<file path="src/rtl/glfs_pkg.sv">
`default_nettype none
// ----------------------------------------------------------------------------
// glfs_pkg
// Shared types, register map, reset values and state codes of the link
// failover supervisor.
// ----------------------------------------------------------------------------
package glfs_pkg;

	localparam int TIMER_BITS_DEF = 10;
	localparam int CFG_IDX_W      = 3;
	localparam int CFG_DATA_W     = 10;
	localparam int WAIT_W         = 10;
	localparam int CNT_W          = 8;
	localparam int SWAP_W         = 16;
	localparam int CODE_W         = 3;

	// register map
	typedef enum logic [CFG_IDX_W-1:0] {
		CFG_STARTUP_DELAY  = 3'd0,
		CFG_AUTONEG_WAIT   = 3'd1,
		CFG_LONG_CHECK     = 3'd2,
		CFG_SHORT_CHECK    = 3'd3,
		CFG_PING_TIMEOUT   = 3'd4,
		CFG_RELAY_SETTLE   = 3'd5,
		CFG_PING_COUNT     = 3'd6,
		CFG_MAX_LOSS       = 3'd7
	} cfg_idx_t;

	localparam logic [WAIT_W-1:0] RST_STARTUP_DELAY = 10'd10;
	localparam logic [WAIT_W-1:0] RST_AUTONEG_WAIT  = 10'd450;
	localparam logic [WAIT_W-1:0] RST_LONG_CHECK    = 10'd600;
	localparam logic [WAIT_W-1:0] RST_SHORT_CHECK   = 10'd50;
	localparam logic [WAIT_W-1:0] RST_PING_TIMEOUT  = 10'd100;
	localparam logic [WAIT_W-1:0] RST_RELAY_SETTLE  = 10'd40;
	localparam logic [CNT_W-1:0]  RST_PING_COUNT    = 8'd5;
	localparam logic [CNT_W-1:0]  RST_MAX_LOSS      = 8'd2;

	// reported state numbers
	localparam logic [CODE_W-1:0] CODE_INIT   = 3'd0;
	localparam logic [CODE_W-1:0] CODE_WAIT   = 3'd1;
	localparam logic [CODE_W-1:0] CODE_PING   = 3'd2;
	localparam logic [CODE_W-1:0] CODE_VERIFY = 3'd3;
	localparam logic [CODE_W-1:0] CODE_SWAP   = 3'd4;
	localparam logic [CODE_W-1:0] CODE_SETTLE = 3'd5;
	localparam logic [CODE_W-1:0] CODE_RECONF = 3'd6;

	typedef enum logic [6:0] {
		S_INIT   = 7'b0000001,
		S_WAIT   = 7'b0000010,
		S_PING   = 7'b0000100,
		S_VERIFY = 7'b0001000,
		S_SWAP   = 7'b0010000,
		S_SETTLE = 7'b0100000,
		S_RECONF = 7'b1000000
	} state_t;

	typedef struct packed {
		logic [WAIT_W-1:0] startup_delay;
		logic [WAIT_W-1:0] autoneg_wait;
		logic [WAIT_W-1:0] long_check_wait;
		logic [WAIT_W-1:0] short_check_wait;
		logic [WAIT_W-1:0] ping_timeout;
		logic [WAIT_W-1:0] relay_settle;
		logic [CNT_W-1:0]  ping_count;
		logic [CNT_W-1:0]  max_loss_exclusive;
	} cfg_regs_t;

	typedef struct packed {
		logic             tick;
		logic             lan_up;
		logic             manual_mode;
		logic             ping_done;
		logic [CNT_W-1:0] pkts_sent;
		logic [CNT_W-1:0] pkts_lost;
		logic             ts_relay_readback;
		logic             voip_relay_readback;
		logic             banks_differ;
	} item_t;

	typedef struct packed {
		logic [CODE_W-1:0] state_now;
		logic              ping_launch;
		logic              ping_release;
		logic              ts_relay_write;
		logic              ts_relay_value;
		logic              voip_relay_write;
		logic              voip_relay_value;
		logic              bank_load;
		logic              bank_select;
		logic              reinit_request;
		logic              reconf_busy;
		logic [SWAP_W-1:0] switch_count;
	} result_t;

	function automatic logic [CODE_W-1:0] state_code(input state_t s);
		logic [CODE_W-1:0] c;
		case (s)
			S_WAIT:   c = CODE_WAIT;
			S_PING:   c = CODE_PING;
			S_VERIFY: c = CODE_VERIFY;
			S_SWAP:   c = CODE_SWAP;
			S_SETTLE: c = CODE_SETTLE;
			S_RECONF: c = CODE_RECONF;
			default:  c = CODE_INIT;
		endcase
		return c;
	endfunction

endpackage
`default_nettype wire

</file>
<file path="src/rtl/glfs_if.sv">
`default_nettype none
// ----------------------------------------------------------------------------
// glfs_if
// Valid/ready channels of the supervisor: input item, result, register write.
// ----------------------------------------------------------------------------
interface glfs_item_if;
	logic            valid;
	logic            ready;
	glfs_pkg::item_t data;
	modport source(output valid, output data, input ready);
	modport sink(input valid, input data, output ready);
endinterface

interface glfs_result_if;
	logic              valid;
	logic              ready;
	glfs_pkg::result_t data;
	modport source(output valid, output data, input ready);
	modport sink(input valid, input data, output ready);
endinterface

interface glfs_cfg_if;
	logic                            valid;
	logic                            ready;
	logic [glfs_pkg::CFG_IDX_W-1:0]  index;
	logic [glfs_pkg::CFG_DATA_W-1:0] data;
	modport source(output valid, output index, output data, input ready);
	modport sink(input valid, input index, input data, output ready);
endinterface
`default_nettype wire

</file>
<file path="src/rtl/gateway_link_failover_supervisor_core.sv">
`default_nettype none
// ----------------------------------------------------------------------------
// gateway_link_failover_supervisor_core
// Link failover supervisor: one supervision pass per input beat, one result
// beat per pass.
// ----------------------------------------------------------------------------
//  channel  modport  beat carries
//  item     sink     tick, link, manual, ping report, relay readbacks
//  result   source   state, ping/relay/bank/reinit commands, flags, swap count
//  cfg      sink     register index and write data, always ready
//
//  Item beat to result beat: input register, then the pass logic into the
//  result register.
//  One item per cycle while results are taken; the pass is combinational.
//  A stalled result holds the result register; the input register takes one
//  more item and holds it, and the pass advances once the result moves on.
//  Reset loads register defaults and puts the supervisor in init.
// ----------------------------------------------------------------------------
module gateway_link_failover_supervisor_core #(
	parameter int TIMER_BITS = glfs_pkg::TIMER_BITS_DEF
) (
	input  wire logic      clk,
	input  wire logic      arst_n,
	glfs_item_if.sink      item,
	glfs_result_if.source  result,
	glfs_cfg_if.sink       cfg
);

	glfs_pkg::item_t     item_s1;
	logic                valid_s1;
	glfs_pkg::result_t   result_s2;
	logic                valid_s2;
	glfs_pkg::cfg_regs_t regs;
	glfs_pkg::result_t   pass_res;
	logic                advance;

	assign advance    = valid_s1 && (!valid_s2 || result.ready);
	assign item.ready = !valid_s1 || advance;
	assign cfg.ready  = 1'b1;

	glfs_cfg u_cfg (
		.clk      (clk),
		.arst_n   (arst_n),
		.wr_en    (cfg.valid),
		.wr_index (cfg.index),
		.wr_data  (cfg.data),
		.regs     (regs)
	);

	glfs_fsm #(
		.TIMER_BITS (TIMER_BITS)
	) u_fsm (
		.clk    (clk),
		.arst_n (arst_n),
		.step   (advance),
		.item   (item_s1),
		.regs   (regs),
		.res    (pass_res)
	);

	always_ff @(posedge clk or negedge arst_n) begin
		if (!arst_n) begin
			valid_s1 <= 1'b0;
			valid_s2 <= 1'b0;
		end else begin
			if (item.valid && item.ready)
				valid_s1 <= 1'b1;
			else if (advance)
				valid_s1 <= 1'b0;
			if (advance)
				valid_s2 <= 1'b1;
			else if (result.ready)
				valid_s2 <= 1'b0;
		end
	end

	always_ff @(posedge clk) begin
		if (item.valid && item.ready)
			item_s1 <= item.data;
		if (advance)
			result_s2 <= pass_res;
	end

	assign result.valid = valid_s2;
	assign result.data  = result_s2;

endmodule
`default_nettype wire

</file>
<file path="src/rtl/glfs_cfg.sv">
`default_nettype none
// ----------------------------------------------------------------------------
// glfs_cfg
// Configuration register file; one register written per write beat.
// ----------------------------------------------------------------------------
module glfs_cfg (
	input  wire logic                            clk,
	input  wire logic                            arst_n,
	input  wire logic                            wr_en,
	input  wire logic [glfs_pkg::CFG_IDX_W-1:0]  wr_index,
	input  wire logic [glfs_pkg::CFG_DATA_W-1:0] wr_data,
	output glfs_pkg::cfg_regs_t                  regs
);

	glfs_pkg::cfg_regs_t regs_q;

	always_ff @(posedge clk or negedge arst_n) begin
		if (!arst_n) begin
			regs_q.startup_delay      <= glfs_pkg::RST_STARTUP_DELAY;
			regs_q.autoneg_wait       <= glfs_pkg::RST_AUTONEG_WAIT;
			regs_q.long_check_wait    <= glfs_pkg::RST_LONG_CHECK;
			regs_q.short_check_wait   <= glfs_pkg::RST_SHORT_CHECK;
			regs_q.ping_timeout       <= glfs_pkg::RST_PING_TIMEOUT;
			regs_q.relay_settle       <= glfs_pkg::RST_RELAY_SETTLE;
			regs_q.ping_count         <= glfs_pkg::RST_PING_COUNT;
			regs_q.max_loss_exclusive <= glfs_pkg::RST_MAX_LOSS;
		end else if (wr_en) begin
			case (glfs_pkg::cfg_idx_t'(wr_index))
				glfs_pkg::CFG_STARTUP_DELAY: regs_q.startup_delay    <= wr_data;
				glfs_pkg::CFG_AUTONEG_WAIT:  regs_q.autoneg_wait     <= wr_data;
				glfs_pkg::CFG_LONG_CHECK:    regs_q.long_check_wait  <= wr_data;
				glfs_pkg::CFG_SHORT_CHECK:   regs_q.short_check_wait <= wr_data;
				glfs_pkg::CFG_PING_TIMEOUT:  regs_q.ping_timeout     <= wr_data;
				glfs_pkg::CFG_RELAY_SETTLE:  regs_q.relay_settle     <= wr_data;
				glfs_pkg::CFG_PING_COUNT:
					regs_q.ping_count <= wr_data[glfs_pkg::CNT_W-1:0];
				glfs_pkg::CFG_MAX_LOSS:
					regs_q.max_loss_exclusive <= wr_data[glfs_pkg::CNT_W-1:0];
				default: ;
			endcase
		end
	end

	assign regs = regs_q;

endmodule
`default_nettype wire

</file>
<file path="src/rtl/glfs_fsm.sv">
`default_nettype none
// ----------------------------------------------------------------------------
// glfs_fsm
// Supervisor state and one supervision pass per step; the pass result is
// combinational from the state registers and the registered input item.
// ----------------------------------------------------------------------------
module glfs_fsm #(
	parameter int TIMER_BITS = glfs_pkg::TIMER_BITS_DEF
) (
	input  wire logic               clk,
	input  wire logic               arst_n,
	input  wire logic               step,
	input  wire glfs_pkg::item_t     item,
	input  wire glfs_pkg::cfg_regs_t regs,
	output glfs_pkg::result_t       res
);

	localparam int CMP_W = (TIMER_BITS > glfs_pkg::WAIT_W) ? TIMER_BITS : glfs_pkg::WAIT_W;

	glfs_pkg::state_t                state_q, state_d;
	logic                            entering_q, entering_d;
	logic [TIMER_BITS-1:0]           timer_q, timer_d;
	logic [glfs_pkg::WAIT_W-1:0]     check_wait_q, check_wait_d;
	logic [1:0]                      link_pos_q, link_pos_d;
	logic                            reinit_pend_q, reinit_pend_d;
	logic                            reconf_q, reconf_d;
	logic                            rem_relay_q, rem_relay_d;
	logic [glfs_pkg::SWAP_W-1:0]     swaps_q, swaps_d;

	function automatic logic reached(input logic [TIMER_BITS-1:0] t,
		input logic [glfs_pkg::WAIT_W-1:0] lim);
		return CMP_W'(t) >= CMP_W'(lim);
	endfunction

	always_comb begin
		logic want;
		logic switched;
		state_d       = state_q;
		entering_d    = entering_q;
		timer_d       = timer_q;
		check_wait_d  = check_wait_q;
		link_pos_d    = link_pos_q;
		reinit_pend_d = reinit_pend_q;
		reconf_d      = reconf_q;
		rem_relay_d   = rem_relay_q;
		swaps_d       = swaps_q;
		res           = '0;
		want          = 1'b0;
		switched      = 1'b0;

		if (item.tick && (timer_q != {TIMER_BITS{1'b1}}))
			timer_d = timer_q + 1'b1;

		if (item.manual_mode) begin
			state_d    = glfs_pkg::S_INIT;
			entering_d = 1'b1;
		end else begin
			case (state_q)
				glfs_pkg::S_WAIT: begin
					if (entering_q) begin
						entering_d = 1'b0;
						timer_d    = '0;
					end
					if (reached(timer_d, check_wait_q) && item.lan_up) begin
						state_d    = glfs_pkg::S_PING;
						entering_d = 1'b1;
					end
				end
				glfs_pkg::S_PING: begin
					res.ping_launch = 1'b1;
					state_d         = glfs_pkg::S_VERIFY;
					entering_d      = 1'b1;
				end
				glfs_pkg::S_VERIFY: begin
					if (entering_q) begin
						entering_d = 1'b0;
						timer_d    = '0;
					end
					if (item.ping_done) begin
						if ((item.pkts_sent == regs.ping_count) &&
						    (item.pkts_lost < regs.max_loss_exclusive)) begin
							check_wait_d = regs.long_check_wait;
							state_d      = glfs_pkg::S_WAIT;
						end else begin
							state_d = glfs_pkg::S_SWAP;
						end
						entering_d       = 1'b1;
						res.ping_release = 1'b1;
					end
					if (reached(timer_d, regs.ping_timeout)) begin
						state_d    = glfs_pkg::S_SWAP;
						entering_d = 1'b1;
					end
				end
				glfs_pkg::S_SWAP: begin
					case (link_pos_q)
						2'd0:    link_pos_d = item.banks_differ ? 2'd1 : 2'd2;
						2'd1:    link_pos_d = 2'd2;
						2'd2:    link_pos_d = item.banks_differ ? 2'd3 : 2'd0;
						default: link_pos_d = 2'd0;
					endcase
					res.bank_load   = 1'b1;
					res.bank_select = link_pos_d[0];
					want            = link_pos_d[1];
					if (item.ts_relay_readback != want) begin
						res.ts_relay_write = 1'b1;
						res.ts_relay_value = want;
						rem_relay_d        = want;
						switched           = 1'b1;
					end
					if (item.voip_relay_readback != want) begin
						res.voip_relay_write = 1'b1;
						res.voip_relay_value = want;
					end
					swaps_d    = swaps_q + 1'b1;
					state_d    = switched ? glfs_pkg::S_SETTLE : glfs_pkg::S_RECONF;
					entering_d = 1'b1;
				end
				glfs_pkg::S_SETTLE: begin
					if (entering_q) begin
						entering_d = 1'b0;
						timer_d    = '0;
					end
					if (reached(timer_d, regs.relay_settle)) begin
						state_d    = glfs_pkg::S_RECONF;
						entering_d = 1'b1;
					end
				end
				glfs_pkg::S_RECONF: begin
					if (entering_q) begin
						entering_d = 1'b0;
						timer_d    = '0;
					end
					if (!reconf_q && !reinit_pend_q) begin
						reconf_d           = 1'b1;
						reinit_pend_d      = 1'b1;
						res.reinit_request = 1'b1;
					end
					if (reached(timer_d, regs.autoneg_wait)) begin
						reconf_d      = 1'b0;
						check_wait_d  = regs.short_check_wait;
						reinit_pend_d = 1'b0;
						state_d       = glfs_pkg::S_WAIT;
						entering_d    = 1'b1;
					end
				end
				default: begin
					// init, and any code outside the set
					state_d = glfs_pkg::S_INIT;
					if (entering_q) begin
						entering_d = 1'b0;
						timer_d    = '0;
						if (item.ts_relay_readback != rem_relay_q) begin
							res.ts_relay_write = 1'b1;
							res.ts_relay_value = rem_relay_q;
						end
						reinit_pend_d = 1'b0;
					end
					if (reached(timer_d, regs.startup_delay)) begin
						check_wait_d = regs.autoneg_wait;
						link_pos_d   = 2'd0;
						state_d      = glfs_pkg::S_WAIT;
						entering_d   = 1'b1;
					end
				end
			endcase
		end

		res.state_now    = glfs_pkg::state_code(state_d);
		res.reconf_busy  = reconf_d;
		res.switch_count = swaps_d;
	end

	always_ff @(posedge clk or negedge arst_n) begin
		if (!arst_n) begin
			state_q       <= glfs_pkg::S_INIT;
			entering_q    <= 1'b1;
			timer_q       <= '0;
			check_wait_q  <= '0;
			link_pos_q    <= '0;
			reinit_pend_q <= 1'b0;
			reconf_q      <= 1'b0;
			rem_relay_q   <= 1'b0;
			swaps_q       <= '0;
		end else if (step) begin
			state_q       <= state_d;
			entering_q    <= entering_d;
			timer_q       <= timer_d;
			check_wait_q  <= check_wait_d;
			link_pos_q    <= link_pos_d;
			reinit_pend_q <= reinit_pend_d;
			reconf_q      <= reconf_d;
			rem_relay_q   <= rem_relay_d;
			swaps_q       <= swaps_d;
		end
	end

endmodule
`default_nettype wire

</file>
<file path="src/flat_wrapper.sv">
// flat-port wrapper written by rule: the top's interface ports become plain ports
module gateway_link_failover_supervisor_core_flat 
#(
	parameter int TIMER_BITS = glfs_pkg::TIMER_BITS_DEF
)
  (clk, arst_n, item_valid, item_data, item_ready, result_valid, result_data, result_ready, cfg_valid, cfg_index, cfg_data, cfg_ready);
  glfs_item_if item_i ();
  glfs_result_if result_i ();
  glfs_cfg_if cfg_i ();
  input  wire logic clk;
  input  wire logic arst_n;
  input wire logic [$bits(item_i.valid)-1:0] item_valid;
  input wire logic [$bits(item_i.data)-1:0] item_data;
  output wire logic [$bits(item_i.ready)-1:0] item_ready;
  output wire logic [$bits(result_i.valid)-1:0] result_valid;
  output wire logic [$bits(result_i.data)-1:0] result_data;
  input wire logic [$bits(result_i.ready)-1:0] result_ready;
  input wire logic [$bits(cfg_i.valid)-1:0] cfg_valid;
  input wire logic [$bits(cfg_i.index)-1:0] cfg_index;
  input wire logic [$bits(cfg_i.data)-1:0] cfg_data;
  output wire logic [$bits(cfg_i.ready)-1:0] cfg_ready;
  assign item_i.valid = item_valid;
  assign item_i.data = item_data;
  assign item_ready = item_i.ready;
  assign result_valid = result_i.valid;
  assign result_data = result_i.data;
  assign result_i.ready = result_ready;
  assign cfg_i.valid = cfg_valid;
  assign cfg_i.index = cfg_index;
  assign cfg_i.data = cfg_data;
  assign cfg_ready = cfg_i.ready;
  gateway_link_failover_supervisor_core #(.TIMER_BITS(TIMER_BITS)) u_core (.clk(clk), .arst_n(arst_n), .item(item_i), .result(result_i), .cfg(cfg_i));
endmodule
</file>
<file path="config.mk">
export PLATFORM = sky130hd
export DESIGN_NAME = gateway_link_failover_supervisor_core_flat
export DESIGN_NICKNAME = d
export VERILOG_FILES = /design/src/rtl/glfs_pkg.sv /design/src/rtl/glfs_if.sv /design/src/rtl/gateway_link_failover_supervisor_core.sv /design/src/rtl/glfs_cfg.sv /design/src/rtl/glfs_fsm.sv /design/src/flat_wrapper.sv
export SDC_FILE = /design/constraint.sdc
export NUM_CORES = 1
export LEC_CHECK = 0
export BUFFER_PORTS_ARGS = -buffer_cell sky130_fd_sc_hd__buf_2
export CORE_ASPECT_RATIO = 0.6
export CORE_MARGIN = 1.5
export CORE_UTILIZATION = 25
export DETAILED_ROUTE_END_ITERATION = 8
export PLACE_DENSITY_LB_ADDON = 0.15
export SYNTH_ARGS = -nofsm -noshare
export SYNTH_HDL_FRONTEND = slang
export SYNTH_HIERARCHICAL = 1
export SYNTH_SLANG_ARGS = --single-unit
</file>
<file path="constraint.sdc">
create_clock -name clk -period 4.4 [get_ports clk]
set_input_delay 0.88 -clock clk [delete_from_list [all_inputs] [get_ports clk]]
set_output_delay 0.88 -clock clk [all_outputs]
set_load 0.01 [all_outputs]
</file>
==> flow_summary.yaml <==
synthesis:
  ys_types: 95
  ys_ff_latch: 179
  synthesis.area_um2: 9720
  avgSynthCellArea_um2: 11.9
  synth-edff-count: 52
  synth_ff_type: "dfrtp_1"
  yosysWarnings: 6
  yosysSeqAreaShare_pct: 49.1
  syn_inst: 818
  syn_nets: 916
  async_reset_ff_share_pct: 70.9
power:
  swShare_pct: 29.3
  ir_worst_vdd_mv: 0.266
  power_uw: 4740
  cellLeakagePower_uw: 0.00503
  power_frac_comb_pct: 19.6
  power_per_cell_area_nw_per_um2: 415
  switching_power_uw: 1390
  intPower_uw: 3350
  seqPwrFrac_pct: 45.6
  clkPwrFrac_pct: 34.9
clocking:
  cts-buffers-inserted: 17
  cts.sinks: 179
  clock_path_buffers: 2
  postCtsHoldBufs: 0
  cts_tree: "built"
  cts-root-buf: "clkbuf_16"
  clk_latency_ns: 0.45
  path_clk_slew_ns: 0.07
  htree_levels: 4
setup_path:
  regToRegStartpoint: "u_core/u_fsm/timer_q[1]$_DFFE_PN0P_"
  cp.depth: 16
  worstPathArrival_ns: 4.51
  cpPeakStageDelay_ns: 0.49
  crit_start: "u_core/u_fsm/timer_q[1]$_DFFE_PN0P_"
  worstPathMaxFanout: 8
  r2r_end: "u_core/u_fsm/check_wait_q[1]$_DFFE_PN0P_"
  critPathBufInv: 2
  r2r_cells: 16
  path_class: "flip-flop to flip-flop"
  slowest_stage: "a311oi_1"
  required_ns: 4.77
  crit_path_end_kind: "flip-flop"
  cp_top_family: "compound AO/OA/AOI/OAI gates"
  rrSetupSlack_ns: 0.26
  start_kind: "flip-flop"
  endpoint: "u_core/u_fsm/check_wait_q[1]$_DFFE_PN0P_"
  crit_chain: "ha_1 > and3_1 > a41oi_2 > nand4_1 > xor2_1 > nor2_1 > ha_1 > a21oi_1 > nor3b_1 > a311oi_1 > buf_4 > o21a_1 > o21ai_2 > o211ai_4 > buf_4 > mux2i_1"
route:
  via_per_inst: 4.50
  wl_per_cell_um: 18.2
  drc_errors: 0
  antenna_left: 0
  vias: 6430
  first_pass_iters: 5
  wirelength_um: 26000
  first_iter_violations: 349
sta:
  max_slew.worst_pin.slew_ns: 0.992
  finalMaxSlewViolations: 0
  fmax_ghz: 0.242
  hold_ws_ns: 0.489
  period_share_pct: 94.1
  clock_skew_ns: 0.0159
  maxSlewHeadroom_pct: 33.9
  finalSetupViolations: 0
  rsz0062_at_grt: "false"
  period_minus_slack_ns: 4.14
  hold_violations: 0
  final.setup.tns_ns: 0
finish:
  drive_above_1_share_pct: 26.9
  fill_cells: 3982
  ff_latch_area_um2: 4770
  utilization_pct: 30.0
  multiInputGateArea_um2: 4530
  nets: 1001
  antenna_cells: 0
  area_growth_pct: 17.4
die:
  dieArea_um2: 40100
  top_level_ports: 73
  core_um2: 38000
  placementRows: 55
  die-height_um: 156
  initial_core_util_pct: 25.6
  die_x_um: 258
status:
  status: "finished clean"
grt:
  busiest_layer: "met1"
  grt_start_max_net_pins: 81
  grt_use_met2_pct: 17.6
  antenna_found_initial: 0
  track_usage_pct: 13.8
  met1_usage_pct: 22.5
  overflow: 0
  met3_usage_pct: 3.07
  first_global_vias: 6567
  grt_pass1_wl_um: 41200
min_path:
  hold_path_class: "primary input to asynchronous set/reset pin"
placement:
  dp_hpwl_um: 18800
  port_buffers: 71
  gp_congestion: 0.820
job:
  drv_cap: 0
-- power by group through the flow --
| stage | Clock (uW) | Sequential [uW] | Combinational (uW) |
|---|---|---|---|
| floorplan | 0 | 2150 | 621 |
| global placement | 0 | 2190 | 920 |
| detailed placement | 0 | 2190 | 916 |
| CTS | 1730 | 2160 | 929 |
| global route | 1800 | 2200 | 1040 |
| finish | 1650 | 2160 | 928 |
-- area by class of cell --
class / instances / share of cell area (%)
multi-input combinational: 539 / 39.7
clock inverter: 15 / 1.73
inverter: 61 / 2.01
clock buffer: 17 / 3.73
sequential: 179 / 41.8
tap: 513 / 5.63
timing repair buffer: 105 / 5.41
-- cell families after synthesis --
kind of cell	Yosys count	share of synthesized area [%]
AO/OA/AOI/OAI	138	11.3
XOR/XNOR	48	4.33
adder cells (fa/ha/maj)	58	7.44
buffers and inverters	100	4.73
flip-flops	179	49.1
multiplexers	92	11.4
other	1	0.0386
AND/OR/NAND/NOR	202	11.7
-- placed cells by master, fill, tap and decap left out, types with 5 or more instances in the layout --
cell / netlist / final
dfrtp_1: 104 / 104
buf_2: 16 / 70
inv_1: 61 / 61
ha_1: 57 / 57
edfxtp_1: 52 / 52
nor2_1: 51 / 49
nand2_1: 42 / 42
mux2_1: 37 / 37
buf_4: 7 / 34
a21oi_1: 28 / 27
xor2_1: 25 / 25
mux2_2: 24 / 24
dfstp_2: 23 / 23
xnor2_1: 23 / 23
mux2_4: 22 / 22
nand3_1: 22 / 22
o21ai_0: 20 / 19
clkbuf_16: 0 / 17
nand2b_1: 12 / 12
and3_1: 11 / 11
mux2i_1: 9 / 9
nor3_1: 9 / 9
a22o_1: 9 / 9
nand4_1: 8 / 8
o31ai_1: 7 / 7
nor4_2: 6 / 6
o211ai_1: 6 / 6
a21o_1: 6 / 6
inv_6: 0 / 5
-- worst min path at each step --
stage                                           start                                      to  slack, ns
2_1_floorplan  u_core/u_fsm/link_pos_q[0]$_DFFE_PN0P_  u_core/u_fsm/link_pos_q[0]$_DFFE_PN0P_       0.45
3_3_place_gp        u_core/u_cfg/regs[74]$_DFFE_PN0P_       u_core/u_cfg/regs[74]$_DFFE_PN0P_       0.47
3_5_place_dp     u_core/u_fsm/swaps_q[15]$_DFFE_PN0P_    u_core/u_fsm/swaps_q[15]$_DFFE_PN0P_       0.48
4_1_cts          u_core/u_fsm/swaps_q[15]$_DFFE_PN0P_    u_core/u_fsm/swaps_q[15]$_DFFE_PN0P_       0.49
5_1_grt             u_core/u_cfg/regs[74]$_DFFE_PN0P_       u_core/u_cfg/regs[74]$_DFFE_PN0P_       0.52
6_report                                       arst_n        u_core/u_cfg/regs[9]$_DFFE_PN0P_       0.49
-- Yosys cell counts (all sizes together) (11+ instances only) --
| master | count | area [um2] |
|---|---|---|
| a21oi | 28 | 140 |
| and3 | 13 | 87.6 |
| buf | 28 | 189 |
| clkbuf | 11 | 41.3 |
| dfrtp | 104 | 2600 |
| dfstp | 23 | 604 |
| edfxtp | 52 | 1560 |
| ha | 57 | 713 |
| inv | 61 | 229 |
| mux2 | 83 | 1020 |
| nand2 | 43 | 164 |
| nand2b | 13 | 88.8 |
| nand3 | 23 | 120 |
| nor2 | 51 | 191 |
| o21ai | 24 | 128 |
| xnor2 | 23 | 201 |
| xor2 | 25 | 219 |
-- routing by layer --
| layer | vias up | share of wire, % |
|---|---|---|
| met4 | 0 | 0.75 |
| met3 | 11 | 3.2 |
| met1 | 3201 | 59 |
| met2 | 81 | 37 |
| met5 | - | 0 |
| li1 | 3137 | - |
-- stage by stage --
step	setup slack [ns]	std cells	area (um2)
after floorplan	0.405	818	9720
after global placement	0.194	1397	10800
after detailed placement	0.212	1397	10800
after CTS	0.166	1429	11400
after global routing	0.0178	1429	11400
final	0.261	1429	11400
-- what timing repair did --
item	4_1_cts	5_1_grt
resized for setup	0	6
setup endpoints to repair	0	14
buffers inserted	0	0
-- state kept, by name (all words and copies together), names as in the netlist --
| register | count |
|---|---|
| u_core/item_s1 | 23 |
| u_core/u_fsm/timer_q | 10 |
| u_core/u_fsm/entering_q | 1 |
| u_core/u_fsm/state_q | 7 |
| u_core/u_fsm/reinit_pend_q | 1 |
| u_core/result.valid | 1 |
| u_core/u_fsm/link_pos_q | 2 |
| u_core/u_fsm/swaps_q | 16 |
| u_core/u_fsm/reconf_q | 1 |
| u_core/valid_s1 | 1 |
| u_core/result.data | 29 |
| u_core/u_fsm/check_wait_q | 10 |
| u_core/u_fsm/rem_relay_q | 1 |
| u_core/u_cfg/regs | 76 |
Power figures use the tool's default switching activity.
